`config.mk`:
```
export PLATFORM = sky130hd
export DESIGN_NAME = indexed_ordered_list_engine
export DESIGN_NICKNAME = d
export VERILOG_FILES = /design/src/iole_pkg.sv /design/src/indexed_ordered_list_engine.sv /design/src/iole_ram.sv /design/src/iole_seq.sv
export SDC_FILE = /design/constraint.sdc
export NUM_CORES = 2
export LEC_CHECK = 0
export BUFFER_PORTS_ARGS = -buffer_cell sky130_fd_sc_hd__buf_2
export CORE_MARGIN = 2
export CORE_UTILIZATION = 45
export CTS_BUF_LIST = sky130_fd_sc_hd__clkbuf_4
export DETAILED_ROUTE_END_ITERATION = 10
export GPL_TIMING_DRIVEN = 0
export PLACE_DENSITY = 0.61
export SYNTH_ARGS = -nofsm -noshare
export SYNTH_HDL_FRONTEND = slang
export SYNTH_HIERARCHICAL = 1
export SYNTH_SLANG_ARGS = --single-unit
```
`constraint.sdc`:
```
create_clock -name clk -period 7 [get_ports clk]
set_clock_uncertainty 0.1 [all_clocks]
set_input_delay 0.7 -clock clk [delete_from_list [all_inputs] [get_ports clk]]
set_output_delay 0.7 -clock clk [all_outputs]
set_load 0.02 [all_outputs]
```
`src/iole_pkg.sv`:
```
package iole_pkg;

    // fixed field widths of the request and response items
    localparam int POS_BITS = 7;
    localparam int OUT_VAL_BITS = 32;

    // value returned by a read outside the list
    localparam logic [OUT_VAL_BITS-1:0] READ_MISS = 32'h7fff_ffff;

    typedef enum logic [2:0] {
        OP_INS_FIRST = 3'd0,
        OP_INS_LAST  = 3'd1,
        OP_INS_AT    = 3'd2,
        OP_RM_FIRST  = 3'd3,
        OP_RM_LAST   = 3'd4,
        OP_RM_AT     = 3'd5,
        OP_SEARCH    = 3'd6,
        OP_READ      = 3'd7
    } op_t;

    typedef enum logic [1:0] {
        ST_OK    = 2'd0,
        ST_RANGE = 2'd1,
        ST_FULL  = 2'd2,
        ST_EMPTY = 2'd3
    } status_t;

    typedef struct packed {
        op_t                       req_type;
        logic [POS_BITS-1:0]       position;
        logic signed [31:0]        item_value;
    } req_t;

    typedef struct packed {
        status_t                   status;
        logic                      found;
        logic signed [31:0]        read_value;
        logic [POS_BITS-1:0]       entry_count;
    } rsp_t;

endpackage

```
`src/indexed_ordered_list_engine.sv`:
```
// Ordered list engine: an ordered list of up to CAPACITY signed values.
// Request channel (req_valid/req_ready/req) carries one operation item:
// insert first/last/at, remove first/last/at, search or read. Response
// channel (rsp_valid/rsp_ready/rsp) returns exactly one item per request
// with status, found flag, read value and the entry count afterwards.
// One request is worked on at a time; req_ready is low while it runs.
// All work goes through one list memory with one read and one write port
// and a single index counter; every request goes through exec, its own steps, done:
//   insert at p : a shift read and write per entry from p up, then put
//   remove at p : a shift read and write per entry after p
//   search      : a read and compare per entry compared     read : read, read done
//   refused requests (range, full, empty) go straight to done.
// The response sits in an output register; a new request is accepted
// while it waits only if it is taken in the same cycle, so a stalled
// receiver holds the block after the current result.
// Reset (rst_n low, asynchronous) empties the list at once; memory
// contents are not cleared and are read only after being written.
module indexed_ordered_list_engine #(
    parameter int CAPACITY = 64,
    parameter int VALUE_BITS = 32
) (
    input  logic           clk,
    input  logic           rst_n,
    input  logic           req_valid,
    output logic           req_ready,
    input  iole_pkg::req_t req,
    output logic           rsp_valid,
    input  logic           rsp_ready,
    output iole_pkg::rsp_t rsp
);

    localparam int AW = $clog2(CAPACITY);

    logic                  seq_idle;
    logic                  seq_res_valid;
    iole_pkg::rsp_t        seq_res;
    logic                  start;
    logic                  ram_we;
    logic [AW-1:0]         ram_waddr;
    logic [VALUE_BITS-1:0] ram_wdata;
    logic [AW-1:0]         ram_raddr;
    logic [VALUE_BITS-1:0] ram_rdata;

    logic           rsp_valid_reg, rsp_valid_next;
    iole_pkg::rsp_t rsp_reg;

    // accept when idle and the output slot is free or draining
    assign req_ready = seq_idle && (!rsp_valid_reg || rsp_ready);
    assign start     = req_valid && req_ready;

    iole_seq #(
        .CAPACITY   (CAPACITY),
        .VALUE_BITS (VALUE_BITS)
    ) u_seq (
        .clk       (clk),
        .rst_n     (rst_n),
        .start     (start),
        .req       (req),
        .idle      (seq_idle),
        .res_valid (seq_res_valid),
        .res       (seq_res),
        .ram_we    (ram_we),
        .ram_waddr (ram_waddr),
        .ram_wdata (ram_wdata),
        .ram_raddr (ram_raddr),
        .ram_rdata (ram_rdata)
    );

    iole_ram #(
        .WIDTH (VALUE_BITS),
        .DEPTH (CAPACITY)
    ) u_ram (
        .clk   (clk),
        .we    (ram_we),
        .waddr (ram_waddr),
        .wdata (ram_wdata),
        .raddr (ram_raddr),
        .rdata (ram_rdata)
    );

    // output register valid
    always_comb
    begin
        rsp_valid_next = rsp_valid_reg;
        if (rsp_valid_reg && rsp_ready)
        begin
            rsp_valid_next = 1'b0;
        end
        if (seq_res_valid)
        begin
            rsp_valid_next = 1'b1;
        end
    end

    always_ff @(posedge clk or negedge rst_n)
    begin
        if (!rst_n)
        begin
            rsp_valid_reg <= 1'b0;
        end
        else
        begin
            rsp_valid_reg <= rsp_valid_next;
        end
    end

    // output register payload
    always_ff @(posedge clk)
    begin
        if (seq_res_valid)
        begin
            rsp_reg <= seq_res;
        end
    end

    assign rsp_valid = rsp_valid_reg;
    assign rsp       = rsp_reg;

endmodule

```
`src/iole_ram.sv`:
```
module iole_ram #(
    parameter int WIDTH = 32,
    parameter int DEPTH = 64
) (
    input  logic                     clk,
    input  logic                     we,
    input  logic [$clog2(DEPTH)-1:0] waddr,
    input  logic [WIDTH-1:0]         wdata,
    input  logic [$clog2(DEPTH)-1:0] raddr,
    output logic [WIDTH-1:0]         rdata
);

    logic [WIDTH-1:0] mem [DEPTH];

    // one write port, one registered read port
    always_ff @(posedge clk)
    begin
        if (we)
        begin
            mem[waddr] <= wdata;
        end
        rdata <= mem[raddr];
    end

endmodule

```
`src/iole_seq.sv`:
```
module iole_seq #(
    parameter int CAPACITY = 64,
    parameter int VALUE_BITS = 32,
    localparam int CW = $clog2(CAPACITY + 1),
    localparam int AW = $clog2(CAPACITY)
) (
    input  logic                  clk,
    input  logic                  rst_n,
    input  logic                  start,
    input  iole_pkg::req_t        req,
    output logic                  idle,
    output logic                  res_valid,
    output iole_pkg::rsp_t        res,
    output logic                  ram_we,
    output logic [AW-1:0]         ram_waddr,
    output logic [VALUE_BITS-1:0] ram_wdata,
    output logic [AW-1:0]         ram_raddr,
    input  logic [VALUE_BITS-1:0] ram_rdata
);

    localparam int PW = (CW > iole_pkg::POS_BITS) ? CW : iole_pkg::POS_BITS;
    localparam logic [CW-1:0] CAP_CNT = CW'(CAPACITY);

    typedef enum logic [9:0] {
        S_IDLE      = 10'b00_0000_0001,
        S_EXEC      = 10'b00_0000_0010,
        S_SHIFT_RD  = 10'b00_0000_0100,
        S_SHIFT_WR  = 10'b00_0000_1000,
        S_PUT       = 10'b00_0001_0000,
        S_SRCH_RD   = 10'b00_0010_0000,
        S_SRCH_CMP  = 10'b00_0100_0000,
        S_READ_RD   = 10'b00_1000_0000,
        S_READ_DONE = 10'b01_0000_0000,
        S_DONE      = 10'b10_0000_0000
    } state_t;

    state_t                            state_reg, state_next;
    logic [CW-1:0]                     count_reg, count_next;
    iole_pkg::op_t                     op_reg, op_next;
    logic [iole_pkg::POS_BITS-1:0]     pos_reg, pos_next;
    logic [VALUE_BITS-1:0]             val_reg, val_next;
    logic [CW-1:0]                     idx_reg, idx_next;
    logic [CW-1:0]                     at_reg, at_next;
    iole_pkg::status_t                 status_reg, status_next;
    logic                              found_reg, found_next;
    logic [iole_pkg::OUT_VAL_BITS-1:0] rdv_reg, rdv_next;

    logic          ins_op;
    logic [PW-1:0] pos_w;
    logic [PW-1:0] cnt_w;
    logic [PW-1:0] at_w;

    assign ins_op = op_reg inside {iole_pkg::OP_INS_FIRST, iole_pkg::OP_INS_LAST,
                                   iole_pkg::OP_INS_AT};
    assign pos_w = PW'(pos_reg);
    assign cnt_w = PW'(count_reg);

    // target position of the request
    always_comb
    begin
        case (op_reg)
            iole_pkg::OP_INS_FIRST: at_w = '0;
            iole_pkg::OP_INS_LAST:  at_w = cnt_w;
            iole_pkg::OP_RM_FIRST:  at_w = '0;
            iole_pkg::OP_RM_LAST:   at_w = cnt_w - PW'(1);
            default:                at_w = pos_w;
        endcase
    end

    // sequencer: at most one ram write and one index step per state
    always_comb
    begin
        state_next  = state_reg;
        count_next  = count_reg;
        op_next     = op_reg;
        pos_next    = pos_reg;
        val_next    = val_reg;
        idx_next    = idx_reg;
        at_next     = at_reg;
        status_next = status_reg;
        found_next  = found_reg;
        rdv_next    = rdv_reg;
        ram_we      = 1'b0;
        ram_waddr   = idx_reg[AW-1:0];
        ram_wdata   = ram_rdata;
        ram_raddr   = idx_reg[AW-1:0];

        case (state_reg)
            S_IDLE:
            begin
                if (start)
                begin
                    op_next     = req.req_type;
                    pos_next    = req.position;
                    val_next    = VALUE_BITS'(req.item_value);
                    status_next = iole_pkg::ST_OK;
                    found_next  = 1'b0;
                    rdv_next    = '0;
                    state_next  = S_EXEC;
                end
            end

            S_EXEC:
            begin
                case (op_reg)
                    iole_pkg::OP_INS_FIRST, iole_pkg::OP_INS_LAST, iole_pkg::OP_INS_AT:
                    begin
                        if (at_w > cnt_w)
                        begin
                            status_next = iole_pkg::ST_RANGE;
                            state_next  = S_DONE;
                        end
                        else if (count_reg == CAP_CNT)
                        begin
                            status_next = iole_pkg::ST_FULL;
                            state_next  = S_DONE;
                        end
                        else
                        begin
                            at_next  = CW'(at_w);
                            idx_next = count_reg;
                            state_next = (count_reg == CW'(at_w)) ? S_PUT : S_SHIFT_RD;
                        end
                    end
                    iole_pkg::OP_RM_FIRST, iole_pkg::OP_RM_LAST, iole_pkg::OP_RM_AT:
                    begin
                        if (count_reg == '0)
                        begin
                            status_next = iole_pkg::ST_EMPTY;
                            state_next  = S_DONE;
                        end
                        else if (at_w >= cnt_w)
                        begin
                            status_next = iole_pkg::ST_RANGE;
                            state_next  = S_DONE;
                        end
                        else
                        begin
                            at_next  = CW'(at_w);
                            idx_next = CW'(at_w);
                            if (CW'(at_w) + CW'(1) == count_reg)
                            begin
                                // last entry goes, nothing to move
                                count_next = count_reg - CW'(1);
                                state_next = S_DONE;
                            end
                            else
                            begin
                                state_next = S_SHIFT_RD;
                            end
                        end
                    end
                    iole_pkg::OP_SEARCH:
                    begin
                        idx_next   = '0;
                        state_next = (count_reg == '0) ? S_DONE : S_SRCH_RD;
                    end
                    iole_pkg::OP_READ:
                    begin
                        if (pos_w < cnt_w)
                        begin
                            state_next = S_READ_RD;
                        end
                        else
                        begin
                            status_next = iole_pkg::ST_RANGE;
                            rdv_next    = iole_pkg::READ_MISS;
                            state_next  = S_DONE;
                        end
                    end
                    default:
                    begin
                        state_next = S_DONE;
                    end
                endcase
            end

            // fetch the neighbor that moves into idx
            S_SHIFT_RD:
            begin
                ram_raddr  = ins_op ? idx_reg[AW-1:0] - AW'(1) : idx_reg[AW-1:0] + AW'(1);
                state_next = S_SHIFT_WR;
            end

            S_SHIFT_WR:
            begin
                ram_we    = 1'b1;
                ram_waddr = idx_reg[AW-1:0];
                ram_wdata = ram_rdata;
                if (ins_op)
                begin
                    idx_next   = idx_reg - CW'(1);
                    state_next = (idx_reg - CW'(1) == at_reg) ? S_PUT : S_SHIFT_RD;
                end
                else
                begin
                    idx_next = idx_reg + CW'(1);
                    if (idx_reg + CW'(2) == count_reg)
                    begin
                        count_next = count_reg - CW'(1);
                        state_next = S_DONE;
                    end
                    else
                    begin
                        state_next = S_SHIFT_RD;
                    end
                end
            end

            // place the new value in the opened slot
            S_PUT:
            begin
                ram_we     = 1'b1;
                ram_waddr  = at_reg[AW-1:0];
                ram_wdata  = val_reg;
                count_next = count_reg + CW'(1);
                state_next = S_DONE;
            end

            S_SRCH_RD:
            begin
                state_next = S_SRCH_CMP;
            end

            // compare one entry per pass
            S_SRCH_CMP:
            begin
                if (ram_rdata == val_reg)
                begin
                    found_next = 1'b1;
                    state_next = S_DONE;
                end
                else
                begin
                    idx_next   = idx_reg + CW'(1);
                    state_next = (idx_reg + CW'(1) == count_reg) ? S_DONE : S_SRCH_RD;
                end
            end

            S_READ_RD:
            begin
                ram_raddr  = AW'(pos_reg);
                state_next = S_READ_DONE;
            end

            S_READ_DONE:
            begin
                rdv_next   = iole_pkg::OUT_VAL_BITS'(ram_rdata);
                state_next = S_DONE;
            end

            S_DONE:
            begin
                state_next = S_IDLE;
            end

            default:
            begin
                state_next = S_IDLE;
            end
        endcase
    end

    // control state
    always_ff @(posedge clk or negedge rst_n)
    begin
        if (!rst_n)
        begin
            state_reg <= S_IDLE;
            count_reg <= '0;
        end
        else
        begin
            state_reg <= state_next;
            count_reg <= count_next;
        end
    end

    // request and result payload
    always_ff @(posedge clk)
    begin
        op_reg     <= op_next;
        pos_reg    <= pos_next;
        val_reg    <= val_next;
        idx_reg    <= idx_next;
        at_reg     <= at_next;
        status_reg <= status_next;
        found_reg  <= found_next;
        rdv_reg    <= rdv_next;
    end

    assign idle      = (state_reg == S_IDLE);
    assign res_valid = (state_reg == S_DONE);

    always_comb
    begin
        res.status      = status_reg;
        res.found       = found_reg;
        res.read_value  = rdv_reg;
        res.entry_count = iole_pkg::POS_BITS'(count_reg);
    end

endmodule

```
Word-level counts from Yosys, hierarchy flattened
Memory sizes are Yosys's and may differ from the RTL's. A register that Yosys moved wholly into a read port is not among the register bits.
Index checks and enable logic that the tools add are counted.
{"block": "word_totals", "ramBits": 2048, "memories": 1, "ff_bits": 151}
{"block": "op_classes", "addsub": 8, "order_cmp": 3, "mux": 59, "n_reduce_logical": 27, "eq_ne": 48}
{"name": "u_ram.mem", "depth": 64, "word_bits": 32, "rd": 1, "rd_clocked_by_memory_dff": 1, "wr": 1, "line": "iole_ram.sv:13", "source": "logic [WIDTH-1:0] mem [DEPTH];"}
{"op": "32-bit two-way mux", "n": 4}
{"op": "10-bit two-way mux", "n": 12}
{"op": "7-bit two-way mux", "n": 14}
{"op": "32-bit case mux with 3 select lines", "n": 1}
{"op": "7-bit case mux with 3 select lines", "n": 4}
{"op": "10-bit case mux with 8 select lines", "n": 1}
{"op": "10-bit case mux with 4 select lines", "n": 1}
{"op": "7-bit == test", "n": 5}
{"op": "32-bit == test", "n": 1}
{"op": "7-bit by 1-bit adder with 7-bit output, second input constant", "n": 3}
{"op": "2-bit != test, second input constant", "n": 10}
{"op": "3-bit != test, second input constant", "n": 5}
{"op": "7-bit case mux with 2 select lines", "n": 1}
{"op": "7-bit AND reduction", "n": 2}
{"op": "7-bit by 1-bit subtractor with 7-bit output, second input constant", "n": 2}
{"op": "3-bit == test, second input constant", "n": 4}
{"op": "2-bit two-way mux", "n": 6}
{"op": "6-bit two-way mux", "n": 2}
{"op": "6-bit case mux with 2 select lines", "n": 1}
{"op": "6-bit AND reduction", "n": 2}
{"op": "3-bit nonzero test", "n": 4}
{"op": "10-bit by 1-bit == test with 1-bit output, second input constant", "n": 1}
{"op": "10-bit == test, second input constant", "n": 1}
{"op": "10-bit by 2-bit == test with 1-bit output, second input constant", "n": 1}
{"op": "36 further kinds", "n": 57}

Logic depth before layout (Yosys ltp)
{"block": "depth", "depth_word": 10, "mapped_depth": 19, "depth_no_buf": 15}

Cells and area by module
Netlist, hierarchy kept.
{"mod": "iole_ram", "area_each_um2": 78541.6, "seq_area_each_um2": 62139.6, "instances": 1, "cells_per_inst": 3328}
{"mod": "iole_seq", "area_each_um2": 7211.9, "seq_area_each_um2": 3159.3, "instances": 1, "cells_per_inst": 793}
{"mod": "indexed_ordered_list_engine", "area_each_um2": 1318.8, "seq_area_each_um2": 1286.2, "instances": 1, "cells_per_inst": 47}

Least setup slack after synthesis
No wires, ideal clock.
{"block": "synth_path", "kind": "register to register", "from": "register u_seq.state_reg[2]", "to": "memory u_ram.mem[40][0] (enable)", "slack_ps": 1946, "path_buffers": 3, "t_required_ps": 6439, "arrival_ps": 4493, "path_stages_with_launch": 10, "path_cell_list": "dfrtp_1 nor4_2 nand4_1 clkbuf_1 clkbuf_1 nand2_1 nand2_1 clkbuf_1 or3_1 nor3_1"}
{"block": "synth_via", "word_cells_on_any_way": 7, "cone_classes": "2 x eq/ne; 4 x mux; 1 x reduce/logical"}
{"element": "from (decl)", "line": "iole_seq.sv:37", "source": "state_t state_reg, state_next;"}
{"element": "from (signal assigned)", "line": "iole_seq.sv:274", "source": "state_reg <= state_next;"}
{"element": "10-bit by 5-bit == test with 1-bit output", "line": "iole_seq.sv:88", "source": "case (state_reg)"}
{"element": "6-bit two-way mux", "line": "iole_seq.sv:88"}
{"element": "net ram_waddr[4]", "line": "indexed_ordered_list_engine.sv:39", "source": "logic [AW-1:0] ram_waddr;"}
{"element": "to (decl)", "line": "iole_ram.sv:13"}
The timed path passes the listed nets, and every way through them passes these cells.

Worst setup path in the final report
{"block": "layout_path", "from": "register u_seq.op_reg[0]", "to": "register u_ram.rdata[21], read port of u_ram.mem"}
{"block": "layout_via", "elab_chain_cells": 4, "word_cells_on_any_way": 6, "cone_classes": "2 x eq/ne; 2 x mux; 2 x reduce/logical"}
{"element": "from (decl)", "line": "iole_seq.sv:39", "source": "iole_pkg::op_t op_reg, op_next;"}
{"element": "from (signal assigned)", "line": "iole_seq.sv:282", "source": "op_reg <= op_next;"}
{"element": "3-bit by 1-bit == test with 1-bit output (tied with other cells)", "line": "iole_seq.sv:53", "source": "assign ins_op = op_reg inside {iole_pkg::OP_INS_FIRST, iole_pkg::OP_INS_LAST,"}
{"element": "3-bit nonzero test (*)", "line": "iole_seq.sv:53"}
{"element": "6-bit two-way mux (*)", "line": "iole_seq.sv:181", "source": "ram_raddr = ins_op ? idx_reg[AW-1:0] - AW'(1) : idx_reg[AW-1:0] + AW'(1);"}
{"element": "6-bit case mux with 2 select lines (*)", "line": "iole_seq.sv:88"}
{"element": "net ram_raddr[3]", "line": "indexed_ordered_list_engine.sv:41", "source": "logic [AW-1:0] ram_raddr;"}
{"element": "to (decl)", "line": "iole_ram.sv:10", "source": "output logic [WIDTH-1:0] rdata"}
The timed path passes the listed nets; every way through them passes the cells marked *.
A chain may end at the register's enable or synchronous reset.

==> metrics.md <==
| Metric | Value |
|---|---|
| DR vias | `49200` |
| Worst Setup Start Kind | `flop` |
| Number of core rows | `161` |
| Finish-stage setup viols | `0` |
| CP required | `slightly above 8 ns` |
| Cells after Synth | `4168` |
| Synth Cell Area | `a little under 90000 um2` |
| Post-DP HPWL | `178000 um` |
| Finished Layout Cells | `roughly 8000` |
| CTS clk-pin slew, worst paths | `approximately 0.08 ns` |
| CTS tree | `yes` |
| Area delta synth->final | `16.8%` |
| H-tree depth | `6` |
| Grt ovf | `0` |
| Core Region | `roughly 190000 um2` |
| Max layer used | `met4` |
| Maxcap violations | `0` |
| Peak supply drop | `about 0.22 mV` |
| Class of the worst hold path | `input port to flop` |
| GRT Total Usage | `0.279` |
| Wire length on met2 | `approximately 130000 um` |
| Period utilization | `0.987` |
| Initial antenna violation count | `13` |
| Slew HR | `0.0178` |
| Fin nets | `5120` |
| Routed WL | `275000 um` |
| Initial core utilization | `0.453` |
| Largest register FFs | `2048` |
| Io pins | `90` |
| Sink Count | `2231` |
| Post-synth EDFFs | `roughly 2200` |
| DRT met1 WL | `101000 um` |
| CP Class | `flop to flop` |
| DR WL/cell | `34.4 um` |
| ANT nets after route | `0` |
| Root buffer cell | `clkbuf_4` |
| WP data arrival | `a little under 8 ns` |
| Register area share after synthesis | `0.765` |
| Die area | `between 150000 and 200000 um2` |
| Async S/R FF share, synth | `0.00807` |
| Synthesized area per cell | `around 21 um2` |
| Worst-Margin Slew | `roughly 1.5 ns` |
| Unrepaired setup endpoints after global routing | `no` |
| Largest net degree at the start of global routing | `65` |
| Most frequent cells in the layout | `2181 x edfxtp_1, 868 x clkbuf_4, 544 x mux4_2, 209 x nand2_1, 142 x buf_2` |
| Cell area after layout | `roughly 100000 um2` |
| CTS Buffer Depth | `4` |
| Inst Count DP | `a little under 7000` |
| First-pass GRT wire length | `approximately 380000 um` |
| Routed wl met3 | `about 28000 um` |
| Count of port buffers added during placement | `just under 90` |
| Horiz. Die Dim | `around 440 um` |
| Cell variety after synth | `between 70 and 80` |
| Leakage | `about 33 nW` |
| Clk Latency, worst-skew pair | `1.41 ns` |
| Crit-path max FO | `13` |
| Drt pass-1 iters | `6` |
| Max Slew Vio Count | `0` |
| # fillers | `between 15000 and 20000` |
| DR vias/cell | `between 6 and 7` |
| Global placement routability congestion | `between 0.8 and 0.9` |
| Syn_nets | `4240` |
| CP Capture Type | `flop` |
| Power per cell area | `between 300 and 400 nW/um2` |
| Number of global-route vias before repair | `approximately 48000` |
| Minimum clock period after layout | `6.91 ns` |
| DRC | `0` |
| Cell Area, Placed | `around 94000 um2` |
| Share of cells above drive strength 1 | `0.346` |
| Num CTS Buffers | `583` |
| Top_reg_cell synth | `edfxtp_1` |
| FMAX | `145 MHz` |
| Status | `completed` |
| Most common cell after layout, fill and taps aside | `edfxtp_1` |
| First DRT Iteration DRCs | `7396` |
| Seq cells post-synth | `2231` |
| Hold Violations, Final | `0` |
| Die Ht | `~440 um` |
| Yosys warns | `6` |
per-stage QoR:
step / util / power (mW) / setup WS (ns) / TNS [ns] / hold WS, ns
3_3_place_gp: 0.471 / 24.6 / -3.26 / -2081.57 / 0.303
5_1_grt: 0.528 / 37.1 / 0.000202 / 0 / 0.0215
2_1_floorplan: - / 21.3 / 1.95 / 0 / 0.300
6_report: 0.529 / 35.8 / 0.0903 / 0 / 0.140
4_1_cts: 0.528 / 35.9 / 0.0687 / 0 / 0.0292
3_5_place_dp: 0.487 / 24.9 / -0.626 / -7.31 / 0.305
layer usage:
| metal | vias up | GRT usage |
|---|---|---|
| met5 | - | 0 |
| met4 | 0 | 0.156 |
| met3 | 554 | 0.0627 |
| met2 | 3226 | 0.433 |
| met1 | 25900 | 0.367 |
| li1 | 19500 | - |
cells in the mapped netlist (12+ instances only):
cell type,number,area share
nand4_1,17,0.0012
nor3_1,33,0.0019
o221ai_1,30,0.0030
inv_1,20,0.00086
nor2b_1,22,0.0016
nand2b_1,20,0.0014
buf_1,33,0.0014
ha_1,25,0.0036
xor2_1,12,0.0012
a21oi_1,90,0.0052
xnor2_1,71,0.0071
nand3_1,19,0.0011
dfxtp_1,32,0.0074
nor2_1,170,0.0073
mux4_2,544,0.14
o21ai_0,22,0.0013
nand2_1,241,0.010
buf_2,53,0.0030
a22oi_1,17,0.0015
buf_4,29,0.0025
dfrtp_1,17,0.0049
clkbuf_1,107,0.0046
mux2i_1,100,0.011
o22ai_1,88,0.0063
edfxtp_1,2181,0.75
logic make-up (layout without fill, tap and decap cells):
group | after synthesis | after routing | synth area share
adders and majority gates | 26 | 26 | 0.00382
muxes | 646 | 646 | 0.153
DFF | 2231 | 2231 | 0.765
other | 0 | 26 | 0
and+or+nand+nor | 601 | 601 | 0.0318
xor gates and xnor gates | 84 | 84 | 0.00854
AOI/OAI and AO/OA | 332 | 332 | 0.0254
buffers and inverters | 248 | 1514 | 0.0132
where the power goes:
| group | internal [mW] | switching [mW] |
|---|---|---|
| combinational | 2.37 | 5.35 |
| sequential | 16.6 | 0.392 |
| clock | 5.88 | 5.19 |
| total | 24.9 | 10.9 |
cell type report:
cell class	instances	area, um2	share of cell area
antenna	26	65.1	0.000640
buffer	228	1110	0.0109
sequential	2231	66600	0.655
clock inverter	103	596	0.00586
tap	2526	3160	0.0311
inverter	20	75.1	0.000738
multi-input combinational	1689	20000	0.196
clock buffer	868	6520	0.0641
timing repair buffer	295	3630	0.0357
worst max-delay path, cell delays in order, from the launching register on:
cell      delay [ns]
edfxtp_1        0.44
clkbuf_1        0.25
buf_1           0.29
a21oi_2         0.68
ha_1            0.37
a21o_1          0.17
a21oi_1         0.23
xnor2_1         0.15
a22oi_1         0.08
nand2_1         0.43
clkbuf_1        0.36
clkbuf_1        0.59
clkbuf_1        1.02
mux4_2          0.54
o22ai_1         0.71
nor2_1          0.27
what timing repair did:
action | in CTS | in global routing
endpoints found under the setup margin | 26 | 11
hold endpoints to repair | 63 | 0
hold buffers | 83 | 0
setup buffers | 0 | 1
pin swaps | 0 | 1
gates resized for setup | 5 | 37
worst paths after layout:
check                      depth (start not counted)        startpoint                  to  slack [ns]
max in group asynchronous                          3             rst_n  u_seq/state_reg[9]        5.72
max reg2reg                                       15   u_seq/op_reg[0]     u_ram/rdata[21]        0.09
min reg2reg                                        0  u_seq/rdv_reg[0]              rsp[7]        0.31
min                                                4         rsp_ready           rsp_valid        0.14
min in group asynchronous                          3             rst_n      u_seq/cnt_w[4]        0.48
max                                               15   u_seq/op_reg[0]     u_ram/rdata[21]        0.09
(Power assumes the default switching activity.)
